File: config.mk
export PLATFORM = sky130hd
export DESIGN_NAME = servo_position_command_parser_core
export DESIGN_NICKNAME = d
export VERILOG_FILES = /design/src/rtl/spcp_pkg.sv /design/src/rtl/servo_position_command_parser_core.sv /design/src/rtl/spcp_front.sv /design/src/rtl/spcp_queue.sv /design/src/rtl/spcp_back.sv
export SDC_FILE = /design/constraint.sdc
export NUM_CORES = 1
export LEC_CHECK = 0
export BUFFER_PORTS_ARGS = -buffer_cell sky130_fd_sc_hd__buf_2
export CAP_MARGIN = 20
export CORE_MARGIN = 2
export CORE_UTILIZATION = 61
export DETAILED_ROUTE_END_ITERATION = 8
export PLACE_DENSITY = 0.84
export SLEW_MARGIN = 30
export SYNTH_ARGS = -nofsm -noshare
export SYNTH_HDL_FRONTEND = slang
export SYNTH_SLANG_ARGS = --single-unit
File: constraint.sdc
create_clock -name clk -period 4.8 [get_ports clk]
set_input_delay 0.96 -clock clk [delete_from_list [all_inputs] [get_ports clk]]
set_output_delay 0.96 -clock clk [all_outputs]
set_load 0.005 [all_outputs]
File: src/rtl/spcp_pkg.sv
// shared types and constants of the servo position command parser
package spcp_pkg;

	// result action codes
	localparam logic [1:0] ACT_HORIZONTAL = 2'd0;
	localparam logic [1:0] ACT_VERTICAL   = 2'd1;
	localparam logic [1:0] ACT_NOOP       = 2'd2;
	localparam logic [1:0] ACT_ERROR      = 2'd3;

	// command characters
	localparam logic [7:0] CH_TERM = 8'h3B; // ';'
	localparam logic [7:0] CH_W    = 8'h77; // 'w'
	localparam logic [7:0] CH_R    = 8'h72; // 'r'
	localparam logic [7:0] CH_H    = 8'h48; // 'H'
	localparam logic [7:0] CH_V    = 8'h56; // 'V'
	localparam logic [7:0] CH_S    = 8'h53; // 'S'
	localparam logic [7:0] CH_P    = 8'h70; // 'p'
	localparam logic [7:0] CH_D    = 8'h64; // 'd'
	localparam logic [7:0] CH_T    = 8'h74; // 't'

	// digit extraction and decimal weights
	localparam logic [7:0]  DIGIT_MASK = 8'h0F;
	localparam logic [15:0] W_THOUSAND = 16'd1000;
	localparam logic [15:0] W_HUNDRED  = 16'd100;
	localparam logic [15:0] W_TEN      = 16'd10;

	// decoded position is at most 16665
	localparam int POS_W = 15;

	// decoded command passed from front to back
	typedef struct packed {
		logic [1:0]       action;
		logic [POS_W-1:0] position;
	} spcp_cmd_t;

endpackage

File: src/rtl/servo_position_command_parser_core.sv
// top level of the servo position command parser
// Input channel: one received serial byte per request (in_valid, in_stall,
// rx_byte). Bytes other than ';' fill the command buffer; excess bytes are
// dropped once BUFFER_DEPTH bytes are held. A ';' on a non-empty buffer
// decodes the command and yields one result request; a ';' on an empty
// buffer yields nothing.
// Output channel: out_valid, out_stall, action, pulse_width,
// previous_position. No-op and syntax error results carry zero fields.
// Configuration: cfg_we with cfg_data writes the pulse offset (reset 2000);
// write only while the block is idle.
// Throughput: one byte per cycle while the queue is not full. The result is
// queued when the ';' is accepted and loaded into the output register on pop.
// A two entry queue parts the byte front end from the result back end; a
// stalled output holds its result while bytes keep arriving, and the input
// stalls only when the queue is full.
// Reset clears the buffer, write index, both axis compares and the queue.
module servo_position_command_parser_core #(
	parameter int BUFFER_DEPTH = 16
) (
	input  logic        clk,
	input  logic        arst_n,
	input  logic        in_valid,
	output logic        in_stall,
	input  logic [7:0]  rx_byte,
	output logic        out_valid,
	input  logic        out_stall,
	output logic [1:0]  action,
	output logic [15:0] pulse_width,
	output logic [15:0] previous_position,
	input  logic        cfg_we,
	input  logic [15:0] cfg_data
);
	import spcp_pkg::*;

	logic      q_push;
	logic      q_pop;
	logic      q_full;
	logic      q_empty;
	spcp_cmd_t q_push_data;
	spcp_cmd_t q_head;

	// byte capture and classification
	spcp_front #(
		.BUFFER_DEPTH(BUFFER_DEPTH)
	) u_front (
		.clk        (clk),
		.arst_n     (arst_n),
		.in_valid   (in_valid),
		.in_stall   (in_stall),
		.rx_byte    (rx_byte),
		.q_full     (q_full),
		.q_push     (q_push),
		.q_push_data(q_push_data)
	);

	// decoupling queue
	spcp_queue u_queue (
		.clk      (clk),
		.arst_n   (arst_n),
		.push     (q_push),
		.push_data(q_push_data),
		.full     (q_full),
		.pop      (q_pop),
		.pop_data (q_head),
		.empty    (q_empty)
	);

	// command execution
	spcp_back u_back (
		.clk              (clk),
		.arst_n           (arst_n),
		.cfg_we           (cfg_we),
		.cfg_data         (cfg_data),
		.q_empty          (q_empty),
		.q_head           (q_head),
		.q_pop            (q_pop),
		.out_valid        (out_valid),
		.out_stall        (out_stall),
		.action           (action),
		.pulse_width      (pulse_width),
		.previous_position(previous_position)
	);

	// no push into a full queue
	assert property (@(posedge clk) disable iff (!arst_n) q_push |-> !q_full)
		else $error("command pushed into full queue");

	// no pop from an empty queue
	assert property (@(posedge clk) disable iff (!arst_n) q_pop |-> !q_empty)
		else $error("command popped from empty queue");

	// a full queue holds off the input
	assert property (@(posedge clk) disable iff (!arst_n) q_full |-> in_stall)
		else $error("input not stalled while queue full");

	// no-op and error results carry zero fields
	assert property (@(posedge clk) disable iff (!arst_n)
		out_valid && (action == ACT_NOOP || action == ACT_ERROR)
		|-> pulse_width == 16'd0 && previous_position == 16'd0)
		else $error("non-set result with nonzero fields");

endmodule

File: src/rtl/spcp_front.sv
// front end: byte capture, command buffer and command classification
module spcp_front #(
	parameter int BUFFER_DEPTH = 16
) (
	input  logic              clk,
	input  logic              arst_n,
	input  logic              in_valid,
	output logic              in_stall,
	input  logic [7:0]        rx_byte,
	input  logic              q_full,
	output logic              q_push,
	output spcp_pkg::spcp_cmd_t q_push_data
);
	import spcp_pkg::*;

	localparam int IW = $clog2(BUFFER_DEPTH + 1);
	// only entries 0 to 8 are ever decoded
	localparam int KEEP = 9;

	logic [IW-1:0] index_q;
	logic [7:0]    buf_q [KEEP];
	logic          accept;
	logic          is_term;
	logic          full;
	logic [15:0]   pos_sum;

	assign in_stall = q_full;
	assign accept   = in_valid && !in_stall;
	assign is_term  = (rx_byte == CH_TERM);
	assign full     = (index_q == IW'(BUFFER_DEPTH));
	assign q_push   = accept && is_term && (index_q != '0);

	// write index
	always_ff @(posedge clk or negedge arst_n) begin
		if (!arst_n) begin
			index_q <= '0;
		end else if (accept) begin
			if (is_term) begin
				index_q <= '0;
			end else if (!full) begin
				index_q <= index_q + IW'(1);
			end
		end
	end

	// stored bytes, stale contents survive between commands
	always_ff @(posedge clk or negedge arst_n) begin
		if (!arst_n) begin
			for (int i = 0; i < KEEP; i++) begin
				buf_q[i] <= '0;
			end
		end else if (accept && !is_term) begin
			for (int i = 0; i < KEEP; i++) begin
				if (index_q == IW'(i)) begin
					buf_q[i] <= rx_byte;
				end
			end
		end
	end

	// decimal position from low nibbles of bytes 5 to 8
	assign pos_sum = 16'(buf_q[5] & DIGIT_MASK) * W_THOUSAND
	               + 16'(buf_q[6] & DIGIT_MASK) * W_HUNDRED
	               + 16'(buf_q[7] & DIGIT_MASK) * W_TEN
	               + 16'(buf_q[8] & DIGIT_MASK);

	// classify the command
	always_comb begin
		q_push_data.position = pos_sum[POS_W-1:0];
		q_push_data.action   = ACT_ERROR;
		if (buf_q[0] == CH_W) begin
			if (buf_q[2] == CH_H || buf_q[2] == CH_V) begin
				if (buf_q[3] != CH_P) begin
					q_push_data.action = ACT_ERROR;
				end else if (buf_q[2] == CH_H) begin
					q_push_data.action = ACT_HORIZONTAL;
				end else begin
					q_push_data.action = ACT_VERTICAL;
				end
			end else if (buf_q[2] == CH_S) begin
				q_push_data.action = ACT_NOOP;
			end
		end else if (buf_q[0] == CH_R) begin
			if (buf_q[2] == CH_D || buf_q[2] == CH_T) begin
				q_push_data.action = ACT_NOOP;
			end
		end
	end

endmodule

File: src/rtl/spcp_queue.sv
// two entry command queue between front and back
module spcp_queue (
	input  logic                clk,
	input  logic                arst_n,
	input  logic                push,
	input  spcp_pkg::spcp_cmd_t push_data,
	output logic                full,
	input  logic                pop,
	output spcp_pkg::spcp_cmd_t pop_data,
	output logic                empty
);
	import spcp_pkg::*;

	spcp_cmd_t  mem_q [2];
	logic       wr_ptr_q;
	logic       rd_ptr_q;
	logic [1:0] count_q;

	assign full     = (count_q == 2'd2);
	assign empty    = (count_q == 2'd0);
	assign pop_data = mem_q[rd_ptr_q];

	// entry storage
	always_ff @(posedge clk) begin
		if (push) begin
			mem_q[wr_ptr_q] <= push_data;
		end
	end

	// pointers and fill count
	always_ff @(posedge clk or negedge arst_n) begin
		if (!arst_n) begin
			wr_ptr_q <= 1'b0;
			rd_ptr_q <= 1'b0;
			count_q  <= 2'd0;
		end else begin
			if (push) begin
				wr_ptr_q <= !wr_ptr_q;
			end
			if (pop) begin
				rd_ptr_q <= !rd_ptr_q;
			end
			case ({push, pop})
				2'b10:   count_q <= count_q + 2'd1;
				2'b01:   count_q <= count_q - 2'd1;
				default: count_q <= count_q;
			endcase
		end
	end

endmodule

File: src/rtl/spcp_back.sv
// back end: axis compare registers, offset register and output register
module spcp_back (
	input  logic                clk,
	input  logic                arst_n,
	input  logic                cfg_we,
	input  logic [15:0]         cfg_data,
	input  logic                q_empty,
	input  spcp_pkg::spcp_cmd_t q_head,
	output logic                q_pop,
	output logic                out_valid,
	input  logic                out_stall,
	output logic [1:0]          action,
	output logic [15:0]         pulse_width,
	output logic [15:0]         previous_position
);
	import spcp_pkg::*;

	logic [15:0] offset_q;
	logic [15:0] h_cmp_q;
	logic [15:0] v_cmp_q;
	logic        out_valid_q;
	logic [1:0]  action_q;
	logic [15:0] pulse_width_q;
	logic [15:0] prev_pos_q;
	logic [15:0] new_cmp;

	assign q_pop   = !q_empty && (!out_valid_q || !out_stall);
	assign new_cmp = offset_q + 16'(q_head.position);

	// pulse offset register
	always_ff @(posedge clk or negedge arst_n) begin
		if (!arst_n) begin
			offset_q <= 16'd2000;
		end else if (cfg_we) begin
			offset_q <= cfg_data;
		end
	end

	// axis compare registers
	always_ff @(posedge clk or negedge arst_n) begin
		if (!arst_n) begin
			h_cmp_q <= '0;
			v_cmp_q <= '0;
		end else if (q_pop) begin
			if (q_head.action == ACT_HORIZONTAL) begin
				h_cmp_q <= new_cmp;
			end
			if (q_head.action == ACT_VERTICAL) begin
				v_cmp_q <= new_cmp;
			end
		end
	end

	// output valid
	always_ff @(posedge clk or negedge arst_n) begin
		if (!arst_n) begin
			out_valid_q <= 1'b0;
		end else if (q_pop) begin
			out_valid_q <= 1'b1;
		end else if (!out_stall) begin
			out_valid_q <= 1'b0;
		end
	end

	// output payload
	always_ff @(posedge clk) begin
		if (q_pop) begin
			action_q <= q_head.action;
			case (q_head.action)
				ACT_HORIZONTAL: begin
					pulse_width_q <= new_cmp;
					prev_pos_q    <= h_cmp_q - offset_q;
				end
				ACT_VERTICAL: begin
					pulse_width_q <= new_cmp;
					prev_pos_q    <= v_cmp_q - offset_q;
				end
				default: begin
					pulse_width_q <= '0;
					prev_pos_q    <= '0;
				end
			endcase
		end
	end

	assign out_valid         = out_valid_q;
	assign action            = action_q;
	assign pulse_width       = pulse_width_q;
	assign previous_position = prev_pos_q;

endmodule

Yosys cells after proc, flatten, opt, wreduce, memory -nomap -nowiden
Memories as Yosys holds them, arrays and structs flattened.
Index checks and enable logic that the tools add are counted.
Widths: inputs -> output; s select.
{"block": "classes", "n_eq_ne": 22, "n_mul": 3, "add_sub_neg": 9, "reduce_logical": 31, "n_mux": 15}
{"cell": "$eq 8x7->1 const B", "n": 7}
{"cell": "$pmux 16 s2", "n": 1}
{"cell": "$sub 16x16->16", "n": 2}
{"cell": "$add 15x15->15", "n": 2}
{"cell": "$reduce_and 2->1", "n": 10}
{"cell": "$add 16x15->16", "n": 1}
{"cell": "$add 15x4->15", "n": 1}
{"cell": "$eq 5x3->1 const B", "n": 3}
{"cell": "$mul 4x7->11 const B", "n": 1}
{"cell": "$eq 5x2->1 const B", "n": 2}
{"cell": "$mux 5", "n": 2}
{"cell": "$mul 4x5->9 const B", "n": 1}
{"cell": "$eq 8x6->1 const B", "n": 1}
{"cell": "$mux 2", "n": 4}
{"cell": "$ne 8x7->1 const B", "n": 1}
{"cell": "$logic_not 1->1", "n": 7}
{"cell": "$mul 4x3->7 const B", "n": 1}
{"cell": "$mux 1", "n": 7}
{"cell": "$add 5x1->5 const B", "n": 1}
{"cell": "$eq 5x4->1 const B", "n": 1}
{"cell": "$eq 5x5->1 const B", "n": 1}
{"cell": "$logic_and 1x1->1", "n": 5}
{"cell": "$logic_not 5->1", "n": 1}
{"cell": "$reduce_bool 5->1", "n": 1}
{"cell": "10 further kinds", "n": 16}
{"block": "totals", "output_inout_bits": 36, "mem_count": 1, "mem_bits_rw": 34, "ff_bits": 132}
{"memory": "u_queue.mem_q", "depth": 2, "width": 17, "read_ports": 1, "rd_clocked_by_memory_dff": 0, "wr": 1, "line": "spcp_queue.sv:14", "text": "spcp_cmd_t mem_q [2];"}

Longest topological paths before layout
Gate-level depths: netlist of run 1.
{"block": "depth", "depth_word": 7, "mapped_depth": 16, "depth_no_buf": 16}

Modules after synthesis
Synthesis of run 1 repeated with hierarchy kept, for this count alone.
{"block": "unflattened", "cells_unflattened": 865, "area_unflattened_um2": 9895.7}
{"module": "spcp_back", "cells_each": 464, "area_per_inst_um2": 4705.8, "instances": 1}
{"module": "spcp_front", "cells_each": 332, "area_per_inst_um2": 3728.6, "instances": 1}
{"module": "spcp_queue", "cells_each": 69, "area_per_inst_um2": 1461.4, "instances": 1}

Worst setup path before layout of run 1
No wires, ideal clock.
{"block": "synth_path", "path_type": "register to register", "from": "reg u_front.buf_q[26] (netlist name)", "to": "mem u_queue.mem_q[0][14] (netlist name) (data pin)", "t_arrival_ns": 4.114, "stages_incl_launch_ff": 17, "slack_ns": 0.420, "path_cell_list": "dfrtp_1 -> fa_1 -> inv_1 -> fa_1 -> ha_1 -> nand2_1 -> o21ai_0 -> a21oi_1 -> ha_1 -> ha_1 -> ha_1 -> a21oi_1 -> o211ai_1 -> a31o_2 -> and2_1 -> o21ai_0 -> a21oi_1"}
{"item": "from (decl)", "line": "spcp_front.sv:21", "text": "logic [7:0] buf_q [KEEP];"}
{"item": "from (signal, indexed assignment)", "line": "spcp_front.sv:55", "text": "buf_q[i] <= rx_byte;"}
{"item": "to (decl)", "line": "spcp_queue.sv:14"}

==> flow_summary.html, run 1 <==
<table>
<tr><th>Metric</th><th>Value</th></tr>
<tr><th colspan="2">Die</th></tr>
<tr><td>Starting utilization of the core area</td><td>a little over three fifths</td></tr>
<tr><td>Boundary Pins</td><td>65</td></tr>
<tr><td>Count of standard-cell rows</td><td>between 40 and 50</td></tr>
<tr><td>Core Area</td><td>15300 um^2</td></tr>
<tr><td>Width of the die</td><td>~130 um</td></tr>
<tr><td>Die height</td><td>129 um</td></tr>
<tr><td>DIE AREA</td><td>approximately 17000 um^2</td></tr>
<tr><th colspan="2">Power</th></tr>
<tr><td>Power Total</td><td>between 5000 and 6000 uW</td></tr>
<tr><td>Worst IR Drop VDD</td><td>roughly 0.32 mV</td></tr>
<tr><td>Power density of the placed cells</td><td>between 500 and 600 nW/um^2</td></tr>
<tr><td>Leakage Power</td><td>a little over 0.005 uW</td></tr>
<tr><th colspan="2">GRT</th></tr>
<tr><td>Total grt overflow</td><td>0</td></tr>
<tr><td>Total track usage</td><td>23.8%</td></tr>
<tr><td>Maximum number of pins on one net before global-route repair</td><td>70</td></tr>
<tr><td>Wire length of the first global-routing pass</td><td>~31 mm</td></tr>
<tr><td>Via count of the first global-routing pass</td><td>between 6000 and 7000</td></tr>
<tr><td>Initial antenna violation count</td><td>0</td></tr>
<tr><th colspan="2">Finish</th></tr>
<tr><td>Net count reported at finish</td><td>around 1100</td></tr>
<tr><td>Layout Cells excl Fill</td><td>between 1000 and 1500</td></tr>
<tr><td>Ratio of cells with drive above 1 in the final layout</td><td>between 20% and 30%</td></tr>
<tr><td>Final design instance area without fill</td><td>about 11000 um^2</td></tr>
<tr><td>Final antenna diode count</td><td>0</td></tr>
<tr><td>Growth of design area from synthesis to finish</td><td>12.6%</td></tr>
<tr><th colspan="2">Clocking</th></tr>
<tr><td>Number of clock sinks</td><td>166</td></tr>
<tr><td>Worst-path clk slew</td><td>approximately 0.060 ns</td></tr>
<tr><td>Clock latency of the later-clocked register in the worst-skew pair</td><td>between 0.4 and 0.5 ns</td></tr>
<tr><td>Clock tree root driver cell</td><td>sky130_fd_sc_hd__clkbuf_16</td></tr>
<tr><td>CTS tree</td><td>yes</td></tr>
<tr><td>Number of levels in the clock H-tree</td><td>4</td></tr>
<tr><td>TritonCTS buffer count</td><td>17</td></tr>
<tr><td>CTS max path bufs</td><td>2</td></tr>
<tr><td>CTS Hold Bufs</td><td>0</td></tr>
<tr><th colspan="2">Job</th></tr>
<tr><td>Maxcap violations</td><td>0</td></tr>
<tr><th colspan="2">Setup path</th></tr>
<tr><td>Largest fanout on the critical path</td><td>7</td></tr>
<tr><td>Crit-path max cell delay</td><td>0.64 ns</td></tr>
<tr><td>Arrival time of the worst setup path</td><td>about 4.7 ns</td></tr>
<tr><td>WP buf/inv</td><td>1</td></tr>
<tr><td>Endpoint type of the worst setup path</td><td>register</td></tr>
<tr><td>Number of cells on the worst reg-to-reg path</td><td>16</td></tr>
<tr><td>Data required time of the worst path</td><td>4.95 ns</td></tr>
<tr><td>Crit path kind</td><td>register to register</td></tr>
<tr><td>Critical-path cell with the highest stage delay</td><td>sky130_fd_sc_hd__fa_2</td></tr>
<tr><td>Worst path top cell family by delay</td><td>adder cells</td></tr>
<tr><td>Register-to-Register Setup Slack</td><td>around 0.23 ns</td></tr>
<tr><td>Most numerous cell on the critical path</td><td>sky130_fd_sc_hd__ha_1</td></tr>
<tr><td>Crit-path cells</td><td>fa_2 &gt; inv_1 &gt; fa_1 &gt; ha_1 &gt; nand2_1 &gt; o21ai_2 &gt; a21oi_1 &gt; ha_1 &gt; ha_1 &gt; ha_1 &gt; a21oi_2 &gt; o211ai_1 &gt; a31o_2 &gt; and2_1 &gt; o21ai_0 &gt; a21oi_1</td></tr>
<tr><td>Critical Path Stages</td><td>16</td></tr>
<tr><td>CP Launch Type</td><td>register</td></tr>
<tr><th colspan="2">Timing</th></tr>
<tr><td>Skew final</td><td>0.0120 ns</td></tr>
<tr><td>Part of the cycle the worst path needs</td><td>95.3%</td></tr>
<tr><td>Worst Max-Slew Pin Slew</td><td>0.871 ns</td></tr>
<tr><td>Final Max Tran Viols</td><td>0</td></tr>
<tr><td>Setup violators final</td><td>0</td></tr>
<tr><td>Worst-case hold slack</td><td>about 0.48 ns</td></tr>
<tr><td>Total Negative Setup Slacks</td><td>0 ns</td></tr>
<tr><td>Final count of hold timing violations</td><td>0</td></tr>
<tr><td>Fmax achieved</td><td>about 220 MHz</td></tr>
<tr><td>Unrepaired setup endpoints after global routing</td><td>false</td></tr>
<tr><td>Minimum clock period after layout</td><td>about 4.6 ns</td></tr>
<tr><td>Max-Slew Margin vs Limit</td><td>about two fifths</td></tr>
<tr><th colspan="2">Route</th></tr>
<tr><td>Routed WL per cell</td><td>16.4 um</td></tr>
<tr><td>DRC violation total after the first TritonRoute iteration</td><td>351</td></tr>
<tr><td>Number of nets still failing antenna checks after routing</td><td>0</td></tr>
<tr><td>Post-route DRC violation count</td><td>0</td></tr>
<tr><td>Final wirelength</td><td>roughly 19 mm</td></tr>
<tr><td>Vias per cell</td><td>between 5 and 6</td></tr>
<tr><td>Number of detailed-routing iterations run before antenna repair</td><td>5</td></tr>
<tr><td>Vias</td><td>6583</td></tr>
<tr><th colspan="2">Place</th></tr>
<tr><td>Post-DP Area</td><td>a little over 10000 um^2</td></tr>
<tr><td>Routability congestion estimate</td><td>between 0.9 and 1</td></tr>
<tr><td>Quantity of I/O buffers inserted on ports</td><td>between 60 and 70</td></tr>
<tr><td>Half-perimeter wire length after placement</td><td>13.4 mm</td></tr>
<tr><td>Number of cells in the design after placement</td><td>1121</td></tr>
<tr><th colspan="2">Synthesis</th></tr>
<tr><td>Top cell type by total area after synthesis</td><td>sky130_fd_sc_hd__dfrtp_1</td></tr>
<tr><td>Post-synthesis cell count</td><td>around 860</td></tr>
<tr><td>Main area contributors after synthesis</td><td>sky130_fd_sc_hd__dfrtp_1, sky130_fd_sc_hd__edfxtp_1, sky130_fd_sc_hd__ha_1, sky130_fd_sc_hd__mux2_2, sky130_fd_sc_hd__fa_1</td></tr>
<tr><td>Per-instance average area after synthesis</td><td>around 11 um^2</td></tr>
<tr><td>Synthesized netlist net count</td><td>between 900 and 1000</td></tr>
<tr><td>Number of distinct standard cells referenced by the synthesized netlist</td><td>roughly 60</td></tr>
<tr><td>Synth warn</td><td>0</td></tr>
<tr><td>Count of state elements after synthesis</td><td>166</td></tr>
<tr><td>Sequential fraction of the synthesis area</td><td>between 40% and 50%</td></tr>
<tr><td>Async set-reset flop share out of synthesis</td><td>roughly 60%</td></tr>
<tr><td>Dominant register cell in the synthesized netlist</td><td>sky130_fd_sc_hd__dfrtp_1</td></tr>
<tr><td>EDFF count, synth</td><td>68</td></tr>
<tr><td>Fraction of synthesized cell area taken by the top area cell type</td><td>24.1%</td></tr>
<tr><td>Total standard cell area after synthesis</td><td>9550 um^2</td></tr>
<tr><th colspan="2">Worst hold path</th></tr>
<tr><td>Path class of the lowest-slack min-delay path</td><td>register to register</td></tr>
<tr><td>Cell depth of the worst hold path</td><td>2</td></tr>
<tr><th colspan="2">Outcome</th></tr>
<tr><td>Outcome</td><td>finished clean</td></tr>
</table>
routing by layer:
metal	global-route usage, %	share of wire (%)
met1	28.3	42
met2	42.7	52
met5	0	0
met4	8.89	2.4
met3	4.62	3.5
through the flow:
stage	utilization (%)	worst slack [ns]
floorplan	-	0.420
global placement	66.3	0.236
detailed placement	66.3	0.0139
CTS	70.3	0.0731
global route	70.4	0.0286
finish	70.4	0.225
sequential cells by signal (all words and copies together), names as in the netlist:
signal                    cells
u_back.offset_q              16
u_queue.count_q               2
u_queue.mem_q                34
u_queue.rd_ptr_q              1
u_queue.wr_ptr_q              1
u_front.index_q               5
u_back.out_valid              1
u_back.v_cmp_q               16
u_back.h_cmp_q               16
u_back.pulse_width           16
u_front.buf_q                40
u_back.action                 2
u_back.previous_position     16
repair_timing:
item	CTS	global route
pin swaps	0	1
endpoints found under the setup margin	2	6
setup buffers	0	1
gates resized for setup	1	6
gates cloned	0	0
Yosys cell counts (6+ instances only):
master and count:
sky130_fd_sc_hd__a21o_1 15, sky130_fd_sc_hd__a21oi_1 41, sky130_fd_sc_hd__clkbuf_1 16, sky130_fd_sc_hd__dfrtp_1 92
sky130_fd_sc_hd__dfstp_2 6, sky130_fd_sc_hd__edfxtp_1 68, sky130_fd_sc_hd__fa_1 19, sky130_fd_sc_hd__ha_1 85
sky130_fd_sc_hd__inv_1 72, sky130_fd_sc_hd__mux2_2 74, sky130_fd_sc_hd__nand2_1 82, sky130_fd_sc_hd__nand2b_1 13
sky130_fd_sc_hd__nand3_1 11, sky130_fd_sc_hd__nor2_1 56, sky130_fd_sc_hd__nor2b_1 7, sky130_fd_sc_hd__nor3_1 8
sky130_fd_sc_hd__o21ai_0 69, sky130_fd_sc_hd__xnor2_1 22, sky130_fd_sc_hd__xor2_1 18
layout make-up:
cell class,count,area (um^2)
Clock buffer,22,485
Fill cell,1038,4510
Timing Repair Buffer,72,387
Inverter,72,270
Sequential cell,166,4500
Tap cell,211,264
Clock inverter,10,116
Multi-Input combinational cell,601,4720
worst paths after layout:
kind,startpoint,end
min in group asynchronous,arst_n,u_back.v_cmp_q[0]
hold reg to reg,u_back.h_cmp_q[2],u_back.h_cmp_q[2]
max in group asynchronous,arst_n,u_back.offset_q[10]
hold / removal,u_back.h_cmp_q[2],u_back.h_cmp_q[2]
setup reg to reg,u_front.buf_q[26],u_queue.mem_q[0][14]
setup / recovery,u_front.buf_q[26],u_queue.mem_q[0][14]
cells by family (layout without fill, tap and decap cells):
group	after synthesis	count (layout)	share of synthesized area, %
AOI/OAI and AO/OA	167	167	10.5
muxes	79	79	9.25
DFF	166	166	47.1
adders and majority gates	104	104	15.1
xor gates and xnor gates	40	40	3.67
and+or+nand+nor	211	211	10.6
buffers and inverters	92	176	3.68
cell usage in the layout (no fill, tap or decap), types with 6 or more instances in the layout:
cell type                   synthesis  layout
sky130_fd_sc_hd__a21o_1            15      15
sky130_fd_sc_hd__a21oi_1           41      38
sky130_fd_sc_hd__buf_2              2      63
sky130_fd_sc_hd__buf_4              1       8
sky130_fd_sc_hd__clkbuf_16          0      18
sky130_fd_sc_hd__dfrtp_1           92      91
sky130_fd_sc_hd__dfstp_2            6       6
sky130_fd_sc_hd__edfxtp_1          68      68
sky130_fd_sc_hd__fa_1              19      18
sky130_fd_sc_hd__ha_1              85      85
sky130_fd_sc_hd__inv_1             72      71
sky130_fd_sc_hd__mux2_2            74      74
sky130_fd_sc_hd__nand2_1           82      82
sky130_fd_sc_hd__nand2b_1          13      12
sky130_fd_sc_hd__nand3_1           11      11
sky130_fd_sc_hd__nor2_1            56      56
sky130_fd_sc_hd__nor2b_1            7       7
sky130_fd_sc_hd__nor3_1             8       8
sky130_fd_sc_hd__o21ai_0           69      67
sky130_fd_sc_hd__xnor2_1           22      22
sky130_fd_sc_hd__xor2_1            18      18
worst register-to-register path, delay by kind of cell, from the launching register on:
kind            cells  cell delay, ns
simple gates        2            0.24
buf+inv             1            0.07
flops               1            0.46
fa+ha+maj           6            2.41
compound gates      7            1.13
where the power goes:
group	total [uW]	switching, uW	leakage, uW	internal [uW]
combinational	2380	1330	0.00291	1050
clock	1370	544	0.000300	826
sequential	2140	212	0.00182	1920
total	5890	2090	0.00503	3800
No activity file was read; power rests on OpenSTA's default activity.
==> run 2, diff against run 1 <==
CORE_UTILIZATION = 40   (was 61)
PLACE_DENSITY = 0.61   (was 0.84)
==> run 2 against run 1 <==
  * Die area grew 51%
  * Final cell count rose by 9.4%
  * Via count decreased by 4.8%
  * Sequential power about the same
  * Combinational power decreased by 3%
  * Non-clock buffer count is the same
  * Critical path type unchanged
  * Utilization decreased by 24 points
  * Clock-buffer cell count down 3
  * Global-route usage is 8.4 points lower
  * Clock skew up 0.0021 ns
==> flow_summary.html, run 2 (synthesized netlist as in run 1, its figures left out) <==
<table>
<tr><th>Metric</th><th>Value</th></tr>
<tr><th colspan="2">Power</th></tr>
<tr><td>Clock share of power</td><td>23.6% (+0.3 points)</td></tr>
<tr><td>Worst IR Drop VDD</td><td>0.271 mV (-15%)</td></tr>
<tr><td>Part of the power in combinational logic</td><td>39.8% (-0.6 points)</td></tr>
<tr><td>Leakage Power</td><td>0.00503 uW (about the same)</td></tr>
<tr><td>Switching Share</td><td>36.3% (+0.81 points)</td></tr>
<tr><td>Share of total power in sequential cells</td><td>36.6% (+0.3 points)</td></tr>
<tr><td>Psw</td><td>2110 uW (+0.91%)</td></tr>
<tr><td>Power density of the placed cells</td><td>534 nW/um^2 (-2.5%)</td></tr>
<tr><td>Power Total</td><td>5810 uW (-1.4%)</td></tr>
<tr><td>Cell internal pwr</td><td>3700 uW (-2.6%)</td></tr>
<tr><th colspan="2">Clocking</th></tr>
<tr><td>CTS tree</td><td>yes</td></tr>
<tr><td>Clock tree root driver cell</td><td>sky130_fd_sc_hd__clkbuf_16</td></tr>
<tr><td>Number of clock sinks</td><td>166 (unchanged)</td></tr>
<tr><td>Post-CTS Setup Inserts</td><td>0 (unchanged)</td></tr>
<tr><td>Clock latency of the later-clocked register in the worst-skew pair</td><td>0.42 ns (about the same)</td></tr>
<tr><td>Number of levels in the clock H-tree</td><td>4 (unchanged)</td></tr>
<tr><td>Worst-path clk slew</td><td>0.07 ns (about the same)</td></tr>
<tr><td>TritonCTS buffer count</td><td>17 (unchanged)</td></tr>
<tr><td>CTS max path bufs</td><td>2 (unchanged)</td></tr>
<tr><th colspan="2">Place</th></tr>
<tr><td>Post-DP Area</td><td>10300 um^2 (+1.4%)</td></tr>
<tr><td>Routability congestion estimate</td><td>0.815 (-11%)</td></tr>
<tr><td>Quantity of I/O buffers inserted on ports</td><td>64 (unchanged)</td></tr>
<tr><td>Half-perimeter wire length after placement</td><td>13.7 mm (+1.7%)</td></tr>
<tr><td>Worst slack, placed</td><td>0.107 ns (+0.0934 ns)</td></tr>
<tr><th colspan="2">Timing</th></tr>
<tr><td>Final Max Tran Viols</td><td>0 (unchanged)</td></tr>
<tr><td>Post-layout worst setup margin</td><td>0.231 ns (+0.00593 ns)</td></tr>
<tr><td>Minimum clock period after layout</td><td>4.57 ns (-0.00593 ns)</td></tr>
<tr><td>Skew final</td><td>0.0140 ns (+0.00208 ns)</td></tr>
<tr><td>Final count of hold timing violations</td><td>0 (unchanged)</td></tr>
<tr><td>Worst Max-Slew Pin Slew</td><td>0.910 ns (+0.0388 ns)</td></tr>
<tr><td>Max-Slew Margin vs Limit</td><td>39.3% (-0.99 points)</td></tr>
<tr><td>Part of the cycle the worst path needs</td><td>95.2% (-0.12 points)</td></tr>
<tr><td>Setup violators final</td><td>0 (unchanged)</td></tr>
<tr><td>Fmax achieved</td><td>219 MHz (+0.13%)</td></tr>
<tr><th colspan="2">Setup path</th></tr>
<tr><td>Critical-path cell with the highest stage delay</td><td>sky130_fd_sc_hd__fa_1</td></tr>
<tr><td>FF-to-FF End</td><td>u_queue.mem_q[1][13]</td></tr>
<tr><td>Register-to-Register Setup Slack</td><td>0.23 ns (about the same)</td></tr>
<tr><td>Number of cells on the worst reg-to-reg path</td><td>14 (-2)</td></tr>
<tr><td>Largest fanout on the critical path</td><td>6 (-1)</td></tr>
<tr><td>Worst path top cell family by delay</td><td>adder cells</td></tr>
<tr><td>WP buf/inv</td><td>2 (+1)</td></tr>
<tr><td>Crit-path cells</td><td>ha_1 &gt; fa_1 &gt; fa_1 &gt; inv_1 &gt; fa_1 &gt; inv_1 &gt; ha_1 &gt; ha_1 &gt; a21oi_1 &gt; o21ai_0 &gt; a2111oi_1 &gt; or3_1 &gt; o21ai_0 &gt; xnor2_1</td></tr>
<tr><td>Data required time of the worst path</td><td>4.95 ns (about the same)</td></tr>
<tr><td>Arrival time of the worst setup path</td><td>4.72 ns (about the same)</td></tr>
<tr><td>Startpoint of the lowest-slack register-to-register path</td><td>u_front.buf_q[25]</td></tr>
<tr><td>Endpoint type of the worst setup path</td><td>register</td></tr>
<tr><td>Crit-path max cell delay</td><td>0.55 ns (-0.09 ns)</td></tr>
<tr><td>CP Launch Type</td><td>register</td></tr>
<tr><td>Crit path kind</td><td>register to register</td></tr>
<tr><th colspan="2">Finish</th></tr>
<tr><td>Multi-input combinational cell area</td><td>4720 um^2 (about the same)</td></tr>
<tr><td>Most frequent cells in the layout</td><td>sky130_fd_sc_hd__dfrtp_1, sky130_fd_sc_hd__ha_1, sky130_fd_sc_hd__nand2_1</td></tr>
<tr><td>Final antenna diode count</td><td>0 (unchanged)</td></tr>
<tr><td>Most frequent standard cell in the layout excluding fill and tap cells</td><td>sky130_fd_sc_hd__dfrtp_1</td></tr>
<tr><td>Flip-flop count of the largest register after layout</td><td>40 (unchanged)</td></tr>
<tr><td>Count of fill cells added during filler insertion</td><td>2171 (+110%)</td></tr>
<tr><td>Largest regs</td><td>u_front.buf_q (40), u_queue.mem_q (34)</td></tr>
<tr><td>Ratio of cells with drive above 1 in the final layout</td><td>21.6% (+0.11 points)</td></tr>
<tr><td>Final design instance area without fill</td><td>10900 um^2 (+1.2%)</td></tr>
<tr><td>Reg area</td><td>4500 um^2 (unchanged)</td></tr>
<tr><td>Register name with the most flops</td><td>u_front.buf_q</td></tr>
<tr><td>Growth of design area from synthesis to finish</td><td>13.9%</td></tr>
<tr><td>Net count reported at finish</td><td>1063 (unchanged)</td></tr>
<tr><th colspan="2">Route</th></tr>
<tr><td>Routed length on met3</td><td>384 um (-42%)</td></tr>
<tr><td>Vias per cell</td><td>4.97 (-13%)</td></tr>
<tr><td>Routed met2 length</td><td>8.86 mm (-9.9%)</td></tr>
<tr><td>Uppermost layer routed</td><td>met4</td></tr>
<tr><td>Vias</td><td>6269 (-4.8%)</td></tr>
<tr><td>Routed WL per cell</td><td>14.4 um (-12%)</td></tr>
<tr><td>M1 wire length</td><td>8.64 mm (+8.6%)</td></tr>
<tr><td>Final wirelength</td><td>18.1 mm (-4.2%)</td></tr>
<tr><td>Post-route DRC violation count</td><td>0 (unchanged)</td></tr>
<tr><td>DRC violation total after the first TritonRoute iteration</td><td>295 (-16%)</td></tr>
<tr><td>Number of nets still failing antenna checks after routing</td><td>0 (unchanged)</td></tr>
<tr><td>Number of detailed-routing iterations run before antenna repair</td><td>4 (-1)</td></tr>
<tr><th colspan="2">GRT</th></tr>
<tr><td>Maximum number of pins on one net before global-route repair</td><td>71 (+1.4%)</td></tr>
<tr><td>Total track usage</td><td>15.4% (-8.4 points)</td></tr>
<tr><td>Via count of the first global-routing pass</td><td>6197 (-6.5%)</td></tr>
<tr><td>Wire length of the first global-routing pass</td><td>30.3 mm (-2.2%)</td></tr>
<tr><td>Initial antenna violation count</td><td>0 (unchanged)</td></tr>
<tr><td>Total grt overflow</td><td>0 (unchanged)</td></tr>
<tr><th colspan="2">Worst hold path</th></tr>
<tr><td>Worst hold path endpoint</td><td>u_queue.mem_q[0][0]</td></tr>
<tr><td>Path class of the lowest-slack min-delay path</td><td>register to register</td></tr>
<tr><td>Start point of the worst min-delay path</td><td>u_front.buf_q[0]</td></tr>
<tr><td>Cell depth of the worst hold path</td><td>0 (-2)</td></tr>
<tr><th colspan="2">Die</th></tr>
<tr><td>Width of the die</td><td>159 um (+23%)</td></tr>
<tr><td>Count of standard-cell rows</td><td>56 (+24%)</td></tr>
<tr><td>Starting utilization of the core area</td><td>40.7% (-22 points)</td></tr>
<tr><td>Die height</td><td>159 um (+23%)</td></tr>
<tr><td>Core Area</td><td>23500 um^2 (+54%)</td></tr>
<tr><td>Boundary Pins</td><td>65 (unchanged)</td></tr>
<tr><td>DIE AREA</td><td>25100 um^2 (+51%)</td></tr>
<tr><th colspan="2">Job</th></tr>
<tr><td>Maxcap violations</td><td>0 (unchanged)</td></tr>
<tr><th colspan="2">Outcome</th></tr>
<tr><td>Outcome</td><td>finished clean</td></tr>
</table>
-- run 2: power groups by stage --
stage / registers (uW) / clock network [uW] / logic [uW]
floorplan: 2110 / 0 / 1750
global placement: 2150 / 0 / 2250
detailed placement: 2160 / 0 / 2290
CTS: 2130 / 1400 / 2330
global route: 2180 / 1460 / 2670
finish: 2130 / 1370 / 2310
-- run 2: final cells by class --
type / instances / share of cell area (%)
Sequential cell: 166 / 41.4
Clock inverter: 13 / 1.10
Timing Repair Buffer: 72 / 3.56
Clock buffer: 19 / 4.37
Inverter: 72 / 2.49
Tap cell: 319 / 3.67
Multi-Input combinational cell: 601 / 43.4
-- run 2: worst max-delay path by stage --
stage          slack (ns)                   end  depth (start not counted)               from
2_1_floorplan        0.42  u_queue.mem_q[0][14]                         16  u_front.buf_q[26]
3_3_place_gp         0.21  u_queue.mem_q[0][14]                         16  u_front.buf_q[25]
3_5_place_dp         0.11  u_queue.mem_q[1][14]                         16  u_front.buf_q[26]
4_1_cts              0.07  u_queue.mem_q[1][14]                         16  u_front.buf_q[26]
5_1_grt            -0.002  u_queue.mem_q[0][13]                         14  u_front.buf_q[25]
6_report             0.23  u_queue.mem_q[1][13]                         14  u_front.buf_q[25]
-- run 2: through the flow --
stage               util (%)  hold slack (ns)  cells   TNS, ns
floorplan                  -            0.438    859         0
global placement        43.7            0.450   1230         0
detailed placement      43.7            0.460   1230         0
CTS                     46.3            0.475   1262         0
global route            46.3            0.493   1262  -0.00325
finish                  46.3            0.472   1262         0
-- run 2: per-layer routing --
layer	vias to the layer above	track usage (%)
met4	0	4.68
met3	15	2.56
met1	3012	20.2
met2	77	26.1
li1	3165	-
met5	-	0
-- run 2: repair_timing --
action,CTS,global route
hold buffers,0,0
gates resized for setup,0,6
endpoints found under the setup margin,0,6
